### src/rtl/core/mcpc_pkg.sv
package mcpc_pkg;

  typedef struct packed {
    logic [1:0]  operation;
    logic [1:0]  channel;
    logic [47:0] boot_ms;
    logic [31:0] epoch_seconds;
  } in_item_t;

  typedef struct packed {
    logic [1:0]  out_channel;
    logic [31:0] count;
    logic [63:0] total;
    logic        logged;
    logic [6:0]  log_fill;
    logic        last;
  } out_item_t;

  localparam logic [1:0] OP_EDGE    = 2'd0;
  localparam logic [1:0] OP_CAPTURE = 2'd1;
  localparam logic [1:0] OP_PEEK    = 2'd2;

  localparam int unsigned REG_COUNTING_ENABLED = 0;

  localparam int unsigned CMD_QUEUE_DEPTH = 2;

  typedef enum logic [1:0] {
    CMD_EDGE,
    CMD_CAPTURE,
    CMD_CLEAR,
    CMD_PEEK
  } cmd_kind_e;

  typedef struct packed {
    cmd_kind_e   kind;
    logic [1:0]  channel;
    logic [47:0] boot_ms;
    logic [31:0] epoch_seconds;
  } cmd_t;

  typedef enum logic {
    BACK_IDLE,
    BACK_WALK
  } back_state_e;

  typedef struct packed {
    logic busy;
  } back_status_t;

endpackage

### src/rtl/core/mcpc_front.sv
module mcpc_front #(
  parameter int CHANNELS = 4
) (
  input  logic                clk_i,
  input  logic                rst_ni,
  input  logic                push,
  output logic                full,
  input  mcpc_pkg::in_item_t  item_i,
  input  logic                counting_en_i,
  output logic                cmd_valid_o,
  output mcpc_pkg::cmd_t      cmd_o,
  input  logic                cmd_pop_i
);

  localparam int QDEPTH = mcpc_pkg::CMD_QUEUE_DEPTH;
  localparam int QW     = (QDEPTH > 1) ? $clog2(QDEPTH) : 1;
  localparam int CW     = $clog2(QDEPTH + 1);

  mcpc_pkg::cmd_t cmd_new;
  logic           keep;
  logic           enq;

  mcpc_pkg::cmd_t queue_q [QDEPTH];
  logic [QW-1:0]  wr_ptr_q, wr_ptr_d;
  logic [QW-1:0]  rd_ptr_q, rd_ptr_d;
  logic [CW-1:0]  cnt_q, cnt_d;

  // Classify: drop what has no effect, turn a disabled capture into a clear.
  always_comb begin
    cmd_new.channel       = item_i.channel;
    cmd_new.boot_ms       = item_i.boot_ms;
    cmd_new.epoch_seconds = item_i.epoch_seconds;
    cmd_new.kind          = mcpc_pkg::CMD_EDGE;
    keep                  = 1'b0;
    unique case (item_i.operation)
      mcpc_pkg::OP_EDGE: begin
        cmd_new.kind = mcpc_pkg::CMD_EDGE;
        keep         = counting_en_i && (32'(item_i.channel) < CHANNELS);
      end
      mcpc_pkg::OP_CAPTURE: begin
        cmd_new.kind = counting_en_i ? mcpc_pkg::CMD_CAPTURE : mcpc_pkg::CMD_CLEAR;
        keep         = 1'b1;
      end
      mcpc_pkg::OP_PEEK: begin
        cmd_new.kind = mcpc_pkg::CMD_PEEK;
        keep         = 1'b1;
      end
      default: begin
        keep = 1'b0;
      end
    endcase
  end

  assign full        = (cnt_q == CW'(QDEPTH));
  assign enq         = push && !full && keep;
  assign cmd_valid_o = (cnt_q != '0);
  assign cmd_o       = queue_q[rd_ptr_q];

  always_comb begin
    wr_ptr_d = wr_ptr_q;
    rd_ptr_d = rd_ptr_q;
    cnt_d    = cnt_q;
    if (enq) begin
      wr_ptr_d = (wr_ptr_q == QW'(QDEPTH - 1)) ? '0 : wr_ptr_q + 1'b1;
    end
    if (cmd_pop_i && cmd_valid_o) begin
      rd_ptr_d = (rd_ptr_q == QW'(QDEPTH - 1)) ? '0 : rd_ptr_q + 1'b1;
    end
    unique case ({enq, cmd_pop_i && cmd_valid_o})
      2'b10:   cnt_d = cnt_q + 1'b1;
      2'b01:   cnt_d = cnt_q - 1'b1;
      default: cnt_d = cnt_q;
    endcase
  end

  always_ff @(posedge clk_i or negedge rst_ni) begin
    if (!rst_ni) begin
      wr_ptr_q <= '0;
      rd_ptr_q <= '0;
      cnt_q    <= '0;
    end else begin
      wr_ptr_q <= wr_ptr_d;
      rd_ptr_q <= rd_ptr_d;
      cnt_q    <= cnt_d;
    end
  end

  always_ff @(posedge clk_i) begin
    if (enq) begin
      queue_q[wr_ptr_q] <= cmd_new;
    end
  end

endmodule

### src/rtl/core/mcpc_back.sv
module mcpc_back #(
  parameter int CHANNELS  = 4,
  parameter int LOG_DEPTH = 64
) (
  input  logic                   clk_i,
  input  logic                   rst_ni,
  input  logic                   cmd_valid_i,
  input  mcpc_pkg::cmd_t         cmd_i,
  output logic                   cmd_pop_o,
  output logic                   empty,
  input  logic                   pop,
  output mcpc_pkg::out_item_t    result_o,
  output mcpc_pkg::back_status_t status_o
);

  localparam int CW = (CHANNELS > 1) ? $clog2(CHANNELS) : 1;
  localparam int PW = (LOG_DEPTH > 1) ? $clog2(LOG_DEPTH) : 1;
  localparam int FW = $clog2(LOG_DEPTH + 1);
  localparam int MD = LOG_DEPTH * CHANNELS;
  localparam int AW = (MD > 1) ? $clog2(MD) : 1;

  mcpc_pkg::back_state_e state_q, state_d;

  logic [CW-1:0] idx_q;
  logic          logged_q;
  logic [PW-1:0] wp_q;
  logic [FW-1:0] fill_q;
  logic [AW-1:0] base_q;

  logic [31:0] live_q  [CHANNELS];
  logic [63:0] total_q [CHANNELS];

  logic [31:0] cnt_mem [MD];
  logic [47:0] up_mem  [LOG_DEPTH];
  logic [31:0] ep_mem  [LOG_DEPTH];

  logic                out_valid_q;
  mcpc_pkg::out_item_t out_q;

  logic          out_free;
  logic          start;
  logic          start_capture;
  logic          step;
  logic          step_last;
  logic [CW+1:0] ch_ext;
  logic [CW-1:0] ch_idx;
  logic [CW+1:0] idx_ext;
  logic [FW+6:0] fill_ext;
  logic [31:0]   cur_count;
  logic [63:0]   cur_total;
  logic [AW-1:0] cnt_addr;

  assign out_free  = !out_valid_q || pop;
  assign ch_ext    = (CW + 2)'(cmd_i.channel);
  assign ch_idx    = ch_ext[CW-1:0];
  assign idx_ext   = (CW + 2)'(idx_q);
  assign fill_ext  = (FW + 7)'(fill_q);
  assign cur_count = live_q[idx_q];
  assign cur_total = logged_q ? total_q[idx_q] + 64'(cur_count) : total_q[idx_q];
  assign cnt_addr  = base_q + AW'(idx_q);
  assign step_last = (idx_q == CW'(CHANNELS - 1));

  always_comb begin
    state_d = state_q;
    unique case (state_q)
      mcpc_pkg::BACK_IDLE: begin
        if (start) begin
          state_d = mcpc_pkg::BACK_WALK;
        end
      end
      mcpc_pkg::BACK_WALK: begin
        if (step && step_last) begin
          state_d = mcpc_pkg::BACK_IDLE;
        end
      end
      default: state_d = mcpc_pkg::BACK_IDLE;
    endcase
  end

  always_comb begin
    cmd_pop_o     = 1'b0;
    start         = 1'b0;
    start_capture = 1'b0;
    step          = 1'b0;
    unique case (state_q)
      mcpc_pkg::BACK_IDLE: begin
        cmd_pop_o     = cmd_valid_i;
        start         = cmd_valid_i && ((cmd_i.kind == mcpc_pkg::CMD_CAPTURE) ||
                                        (cmd_i.kind == mcpc_pkg::CMD_PEEK));
        start_capture = cmd_valid_i && (cmd_i.kind == mcpc_pkg::CMD_CAPTURE);
      end
      mcpc_pkg::BACK_WALK: begin
        step = out_free;
      end
      default: begin
        step = 1'b0;
      end
    endcase
  end

  always_ff @(posedge clk_i or negedge rst_ni) begin
    if (!rst_ni) begin
      state_q     <= mcpc_pkg::BACK_IDLE;
      idx_q       <= '0;
      logged_q    <= 1'b0;
      wp_q        <= '0;
      fill_q      <= '0;
      out_valid_q <= 1'b0;
      for (int i = 0; i < CHANNELS; i++) begin
        live_q[i]  <= '0;
        total_q[i] <= '0;
      end
    end else begin
      state_q <= state_d;
      if (start) begin
        idx_q    <= '0;
        logged_q <= start_capture;
      end else if (step) begin
        idx_q <= step_last ? '0 : idx_q + 1'b1;
      end
      // Advance the ring before the walk so every result sees the final fill.
      if (start_capture) begin
        wp_q <= (wp_q == PW'(LOG_DEPTH - 1)) ? '0 : wp_q + 1'b1;
        if (fill_q != FW'(LOG_DEPTH)) begin
          fill_q <= fill_q + 1'b1;
        end
      end
      if (cmd_pop_o && (cmd_i.kind == mcpc_pkg::CMD_EDGE)) begin
        live_q[ch_idx] <= live_q[ch_idx] + 32'd1;
      end
      if (cmd_pop_o && (cmd_i.kind == mcpc_pkg::CMD_CLEAR)) begin
        for (int i = 0; i < CHANNELS; i++) begin
          live_q[i] <= '0;
        end
      end
      if (step && logged_q) begin
        live_q[idx_q]  <= '0;
        total_q[idx_q] <= cur_total;
      end
      if (step) begin
        out_valid_q <= 1'b1;
      end else if (pop) begin
        out_valid_q <= 1'b0;
      end
    end
  end

  always_ff @(posedge clk_i) begin
    if (start_capture) begin
      base_q <= AW'(32'(wp_q) * CHANNELS);
    end
    if (step) begin
      out_q.out_channel <= idx_ext[1:0];
      out_q.count       <= cur_count;
      out_q.total       <= cur_total;
      out_q.logged      <= logged_q;
      out_q.log_fill    <= fill_ext[6:0];
      out_q.last        <= step_last;
    end
  end

  always_ff @(posedge clk_i) begin
    if (start_capture) begin
      up_mem[wp_q] <= cmd_i.boot_ms;
      ep_mem[wp_q] <= cmd_i.epoch_seconds;
    end
    if (step && logged_q) begin
      cnt_mem[cnt_addr] <= cur_count;
    end
  end

  assign empty         = !out_valid_q;
  assign result_o      = out_q;
  assign status_o.busy = (state_q == mcpc_pkg::BACK_WALK);

endmodule

### src/rtl/core/multi_channel_pulse_counter_logger.sv
// Channel   Direction  Handshake              Payload
// item      in         push / full            in_item_t
// result    out        empty / pop            out_item_t
// config    in         psel/penable/pwrite    counting_enabled at byte 0
//
// An edge updates its live count as it is dispatched in the back end; a capture
// or peek is dispatched and then walks over the channels through one 64-bit
// total adder, one result per cycle unless the walk holds. A two-entry command
// queue sits between front and back.
// Reset clears counts, totals, ring pointer and fill; the log stores are left
// unwritten. The walk holds while the result register is full and not popped.
module multi_channel_pulse_counter_logger #(
  parameter int CHANNELS  = 4,
  parameter int LOG_DEPTH = 64
) (
  input  logic                clk_i,
  input  logic                rst_ni,
  input  logic                push,
  output logic                full,
  input  mcpc_pkg::in_item_t  item_i,
  output logic                empty,
  input  logic                pop,
  output mcpc_pkg::out_item_t result_o,
  input  logic                psel,
  input  logic                penable,
  input  logic                pwrite,
  input  logic [2:0]          paddr,
  input  logic [31:0]         pwdata,
  output logic [31:0]         prdata,
  output logic                pready
);

  logic                   counting_en_q;
  logic                   cmd_valid;
  mcpc_pkg::cmd_t         cmd;
  logic                   cmd_pop;
  mcpc_pkg::back_status_t back_status;
  logic                   reg_sel;

  assign pready  = 1'b1;
  assign reg_sel = (32'(paddr[2]) == mcpc_pkg::REG_COUNTING_ENABLED);
  assign prdata  = reg_sel ? {31'd0, counting_en_q} : 32'd0;

  always_ff @(posedge clk_i or negedge rst_ni) begin
    if (!rst_ni) begin
      counting_en_q <= 1'b1;
    end else if (psel && penable && pwrite && pready && reg_sel) begin
      counting_en_q <= pwdata[0];
    end
  end

  mcpc_front #(
    .CHANNELS(CHANNELS)
  ) u_front (
    .clk_i         (clk_i),
    .rst_ni        (rst_ni),
    .push          (push),
    .full          (full),
    .item_i        (item_i),
    .counting_en_i (counting_en_q),
    .cmd_valid_o   (cmd_valid),
    .cmd_o         (cmd),
    .cmd_pop_i     (cmd_pop)
  );

  mcpc_back #(
    .CHANNELS (CHANNELS),
    .LOG_DEPTH(LOG_DEPTH)
  ) u_back (
    .clk_i       (clk_i),
    .rst_ni      (rst_ni),
    .cmd_valid_i (cmd_valid),
    .cmd_i       (cmd),
    .cmd_pop_o   (cmd_pop),
    .empty       (empty),
    .pop         (pop),
    .result_o    (result_o),
    .status_o    (back_status)
  );

  a_last_is_final_channel : assert property (
    @(posedge clk_i) disable iff (!rst_ni)
    (!empty && result_o.last) |-> (result_o.out_channel == 2'(CHANNELS - 1))
  ) else $error("last flag on a result that is not the final channel");

  a_channel_in_range : assert property (
    @(posedge clk_i) disable iff (!rst_ni)
    !empty |-> (32'(result_o.out_channel) < CHANNELS || CHANNELS > 4)
  ) else $error("result reports a channel beyond CHANNELS");

  a_queue_full_only_behind_walk : assert property (
    @(posedge clk_i) disable iff (!rst_ni)
    full |-> (back_status.busy || $past(back_status.busy))
  ) else $error("command queue filled while the back end was free");

endmodule

### config.mk
export PLATFORM = sky130hd
export DESIGN_NAME = multi_channel_pulse_counter_logger
export DESIGN_NICKNAME = d
export VERILOG_FILES = /design/src/rtl/core/mcpc_pkg.sv /design/src/rtl/core/mcpc_front.sv /design/src/rtl/core/mcpc_back.sv /design/src/rtl/core/multi_channel_pulse_counter_logger.sv
export SDC_FILE = /design/constraint.sdc
export NUM_CORES = 1
export LEC_CHECK = 0
export BUFFER_PORTS_ARGS = -buffer_cell sky130_fd_sc_hd__buf_2
export CORE_MARGIN = 1
export CORE_UTILIZATION = 60
export DETAILED_ROUTE_END_ITERATION = 10
export GPL_TIMING_DRIVEN = 0
export HOLD_SLACK_MARGIN = 0.05
export PLACE_DENSITY_LB_ADDON = 0.08
export RECOVER_POWER = 25
export SLEW_MARGIN = 20
export SYNTH_ARGS = -nofsm -noshare
export SYNTH_HDL_FRONTEND = slang
export SYNTH_SLANG_ARGS = --single-unit
export TNS_END_PERCENT = 100
### constraint.sdc
create_clock -name clk_i -period 6.4 [get_ports clk_i]
set_input_delay 1.92 -clock clk_i [delete_from_list [all_inputs] [get_ports clk_i]]
set_output_delay 1.92 -clock clk_i [all_outputs]
set_load 0.05 [all_outputs]
==> summary.txt <==
Setup path
  – CP arrival: 6.58 ns
  – Reg2reg setup slack: 0.18 ns
  – R2r startpoint: u_back.idx_q[1]
  – Max stage delay cell, worst path: mux4_2
  – Launch point of the worst path: u_back.idx_q[1]
  – Worst R2R Path Depth: 18
  – CP delay by family, top: buffers and inverters
  – Stages on the worst setup path: 18
  – Worst path max stage delay: 0.46 ns
  – Worst Path Max Fanout: 10
  – CP required: 6.75 ns
  – CP endpoint: u_back.result_o[69]
  – Setup crit end kind: register
  – Critical Path, Cell by Cell: buf_4, clkbuf_8, buf_2, clkbuf_8, buf_2, clkbuf_4, buf_2, mux4_2, ha_1, o21a_1, a221o_1, or2_0, o211a_1, o21a_1, clkbuf_2, o21ai_0, xor2_1, inv_1
  – Kind of critical path: reg2reg
  – CP bufs+invs: 9
  – Critical Path Start Type: register
  – Most frequent CP cell: buf_2
  – R2r endpoint: u_back.result_o[69]

Power
  – Internal Power: 8.29 mW
  – Power share of the clock group: 21.2%
  – Switch share: 43.1%
  – Leakage dissipation: 13.1 nW
  – Pwr Total: 14.6 mW
  – Logic pwr share: 44.7%
  – PD cells: 491 nW/um2
  – P_sw: 6.29 mW
  – Sequential share of power: 34.1%
  – Worst-case vdd ir drop: 0.000340 V

Yosys
  – Post-synthesis sequential area ratio: 51.2%
  – Post-synthesis instance area: 26400 um2
  – Syn. warnings: 0
  – Synthesized flop and latch total: 516
  – Avg Inst Size Synth: 11.4 um2
  – Cells after synthesis: 2321
  – Main synth FF type: dfrtp_1
  – Post-synth ARST share: 77.7%
  – Yosys cell types: 91
  – Number of flops mapped to enable cells by yosys: 115

Run status
  – Status: finished with violations
  – Failing checks: capacitance limit, slew limit

STA
  – Worst Tran Pin Value: 2.49 ns
  – Min Tclk post-route: 6.22 ns
  – Final setup viols: 0
  – Final slew viol count: 236
  – Hold Vio Cnt, Final: 0
  – Final setup TNS: 0 ns
  – Part of the cycle the worst path needs: 97.3%
  – FMAX: 161 MHz
  – Setup Skew: 0.0222 ns
  – Relative slew margins: -66.3%

Route
  – Routed WL per cell: 24.0 um
  – DR vias: 20100
  – Vias per cell: 6.36
  – Drt drc: 0
  – Remaining antenna violation count: 0
  – Final wirelength: 75900 um
  – Starting DRT DRC Count: 2099
  – DR pass1 iterations: 8

Floorplan
  – Core ar.: 43200 um2
  – Die height: 212 um
  – Die footprint: 44800 um2
  – Rows: 76
  – Die Wd: 212 um
  – # IOs: 268
  – Initial Utilization: 61.1%

Place
  – Buffers on Ports: 122
  – Hpwl dp: 53100 um
  – Final Wtd Congestion: 0.941

Global routing
  – Total GRT Usage: 34.8%
  – Grt total ovfl: 0
  – First-pass GRT wire length: 117000 um
  – Pin count of the biggest net entering global routing: 105
  – Vias in the first global route: 19900
  – Initial antenna violation count: 3

Clocking
  – Htree depth: 2
  – Clk pin slew, worst setup/hold paths: 0.06 ns
  – Clk Latency, worst-skew pair: 0.63 ns
  – Clock sinks: 516
  – TritonCTS Buffers: 53
  – CTS tree: yes
  – CTS max path bufs: 3
  – CTS Hold Bufs: 0
  – CTS root buf: clkbuf_16

Final layout
  – Commonest cells after routing, fill and taps aside: dfrtp_1, nand2_1, o21ai_0, nor2_1, buf_2
  – Most common cell after layout, fill and taps aside: dfrtp_1
  – Final core utilization: 68.8%
  – Area Overhead vs Synth: 12.7%
  – NumNets Final: 2705
  – Share of layout cells above drive strength 1: 19.2%

Hold path
  – Path type of the worst min-delay path: reg2reg

Job
  – Max-cap viol count: 3
-- layer usage --
| layer | vias up | global-route usage, % | part of all wire (%) |
|---|---|---|---|
| met1 | 10100 | 47.2 | 40 |
| met5 | - | 0 | 0.017 |
| li1 | 8768 | - | - |
| met4 | 2 | 13.9 | 3.5 |
| met3 | 177 | 7.22 | 8.8 |
| met2 | 1035 | 55.3 | 48 |
-- repair_timing --
| item | in CTS | in global routing |
|---|---|---|
| setup buffers | 0 | 2 |
| gates resized for setup | 19 | 12 |
| pin swaps | 0 | 1 |
| setup endpoints to repair | 260 | 102 |
-- cells in the mapped netlist (7+ instances only) --
cell type	instances	area, um2
o2111ai_1	11	96.3
inv_1	63	236
mux4_2	100	2250
and2_1	9	56.3
nand3_1	40	200
ha_1	44	551
buf_6	9	101
o21ai_1	7	35.0
nor4_1	11	68.8
xnor2_1	54	473
o21a_1	12	90.1
and3_1	10	62.6
mux2_2	62	698
nor2_1	176	661
xor2_1	44	385
a21o_1	17	128
dfrtp_1	400	10000
buf_4	36	270
o21ai_0	231	1160
nand4_1	25	156
nand2_1	340	1280
clkbuf_8	13	179
edfxtp_1	115	3450
nor3_1	36	180
clkbuf_1	100	375
a21oi_1	76	380
o31ai_1	9	67.6
a211oi_1	93	698
mux4_1	21	552
buf_1	7	26.3
mux2i_1	25	250
buf_2	10	50.1
-- cell type report --
| type | instances | area (um2) |
|---|---|---|
| Antenna cell | 2 | 5.00 |
| Buffer | 179 | 1090 |
| Clock buffer | 72 | 1460 |
| Clock inverter | 28 | 263 |
| Fill cell | 3297 | 13500 |
| Inverter | 64 | 240 |
| Multi-Input combinational cell | 1591 | 11700 |
| Sequential cell | 516 | 13500 |
| Tap cell | 585 | 732 |
| Timing Repair Buffer | 129 | 698 |
-- power by group through the flow --
stage / Combinational [mW] / Sequential (mW) / Clock [mW]
final: 6.51 / 4.97 / 3.09
after floorplan: 3.62 / 5.89 / 0
after global placement: 6.25 / 4.98 / 0
after CTS: 6.44 / 4.96 / 3.12
after global routing: 6.95 / 5.06 / 3.25
after detailed placement: 6.38 / 5.00 / 0
-- state kept, by name, summed over array words and instances (netlist names) --
name                flops
counting_en_q           1
u_front.cnt_q           2
u_back.live_q         128
u_front.wr_ptr_q        1
u_front.queue_q         8
u_back.fill_q           7
u_back.result_o       107
u_back.idx_q            2
u_back.logged_q         1
u_back.status_o         1
u_back.out_valid_q      1
u_back.total_q        256
u_front.rd_ptr_q        1
-- logic make-up (layout without fill, tap and decap cells) --
family                     Yosys count  count (layout)  share of synthesized area (%)
AOI/OAI and AO/OA                  491             491                           11.4
xor gates and xnor gates            99              99                           3.32
adders and majority gates           45              45                           2.16
buffers and inverters              244             472                           4.96
DFF                                516             516                           51.2
muxes                              214             214                           14.7
other                                2              34                         0.0285
and+or+nand+nor                    710             710                           12.3
-- worst min-delay path by stage --
stage          cells past startpoint  slack [ns]          startpoint                  to
6_report                           0        0.47     u_back.logged_q  u_back.result_o[8]
5_1_grt                            0        0.49     u_back.logged_q  u_back.result_o[8]
4_1_cts                            0        0.47     u_back.logged_q  u_back.result_o[8]
3_5_place_dp                       0        0.46     u_back.logged_q  u_back.result_o[8]
3_3_place_gp                       0        0.45     u_back.logged_q  u_back.result_o[8]
2_1_floorplan                      2        0.44  u_back.total_q[73]  u_back.total_q[73]
-- metrics by stage --
step                cell area (um2)  instances  hold slack [ns]  setup WS (ns)
detailed placement            28000       3063            0.456          -1.23
finish                        29700       3166            0.473          0.175
floorplan                     26500       2351            0.441           1.31
CTS                           29700       3163            0.471         0.0143
global placement              27800       3058            0.452          -4.33
global route                  29700       3166            0.487        -0.0182
Power figures use the tool's default switching activity.
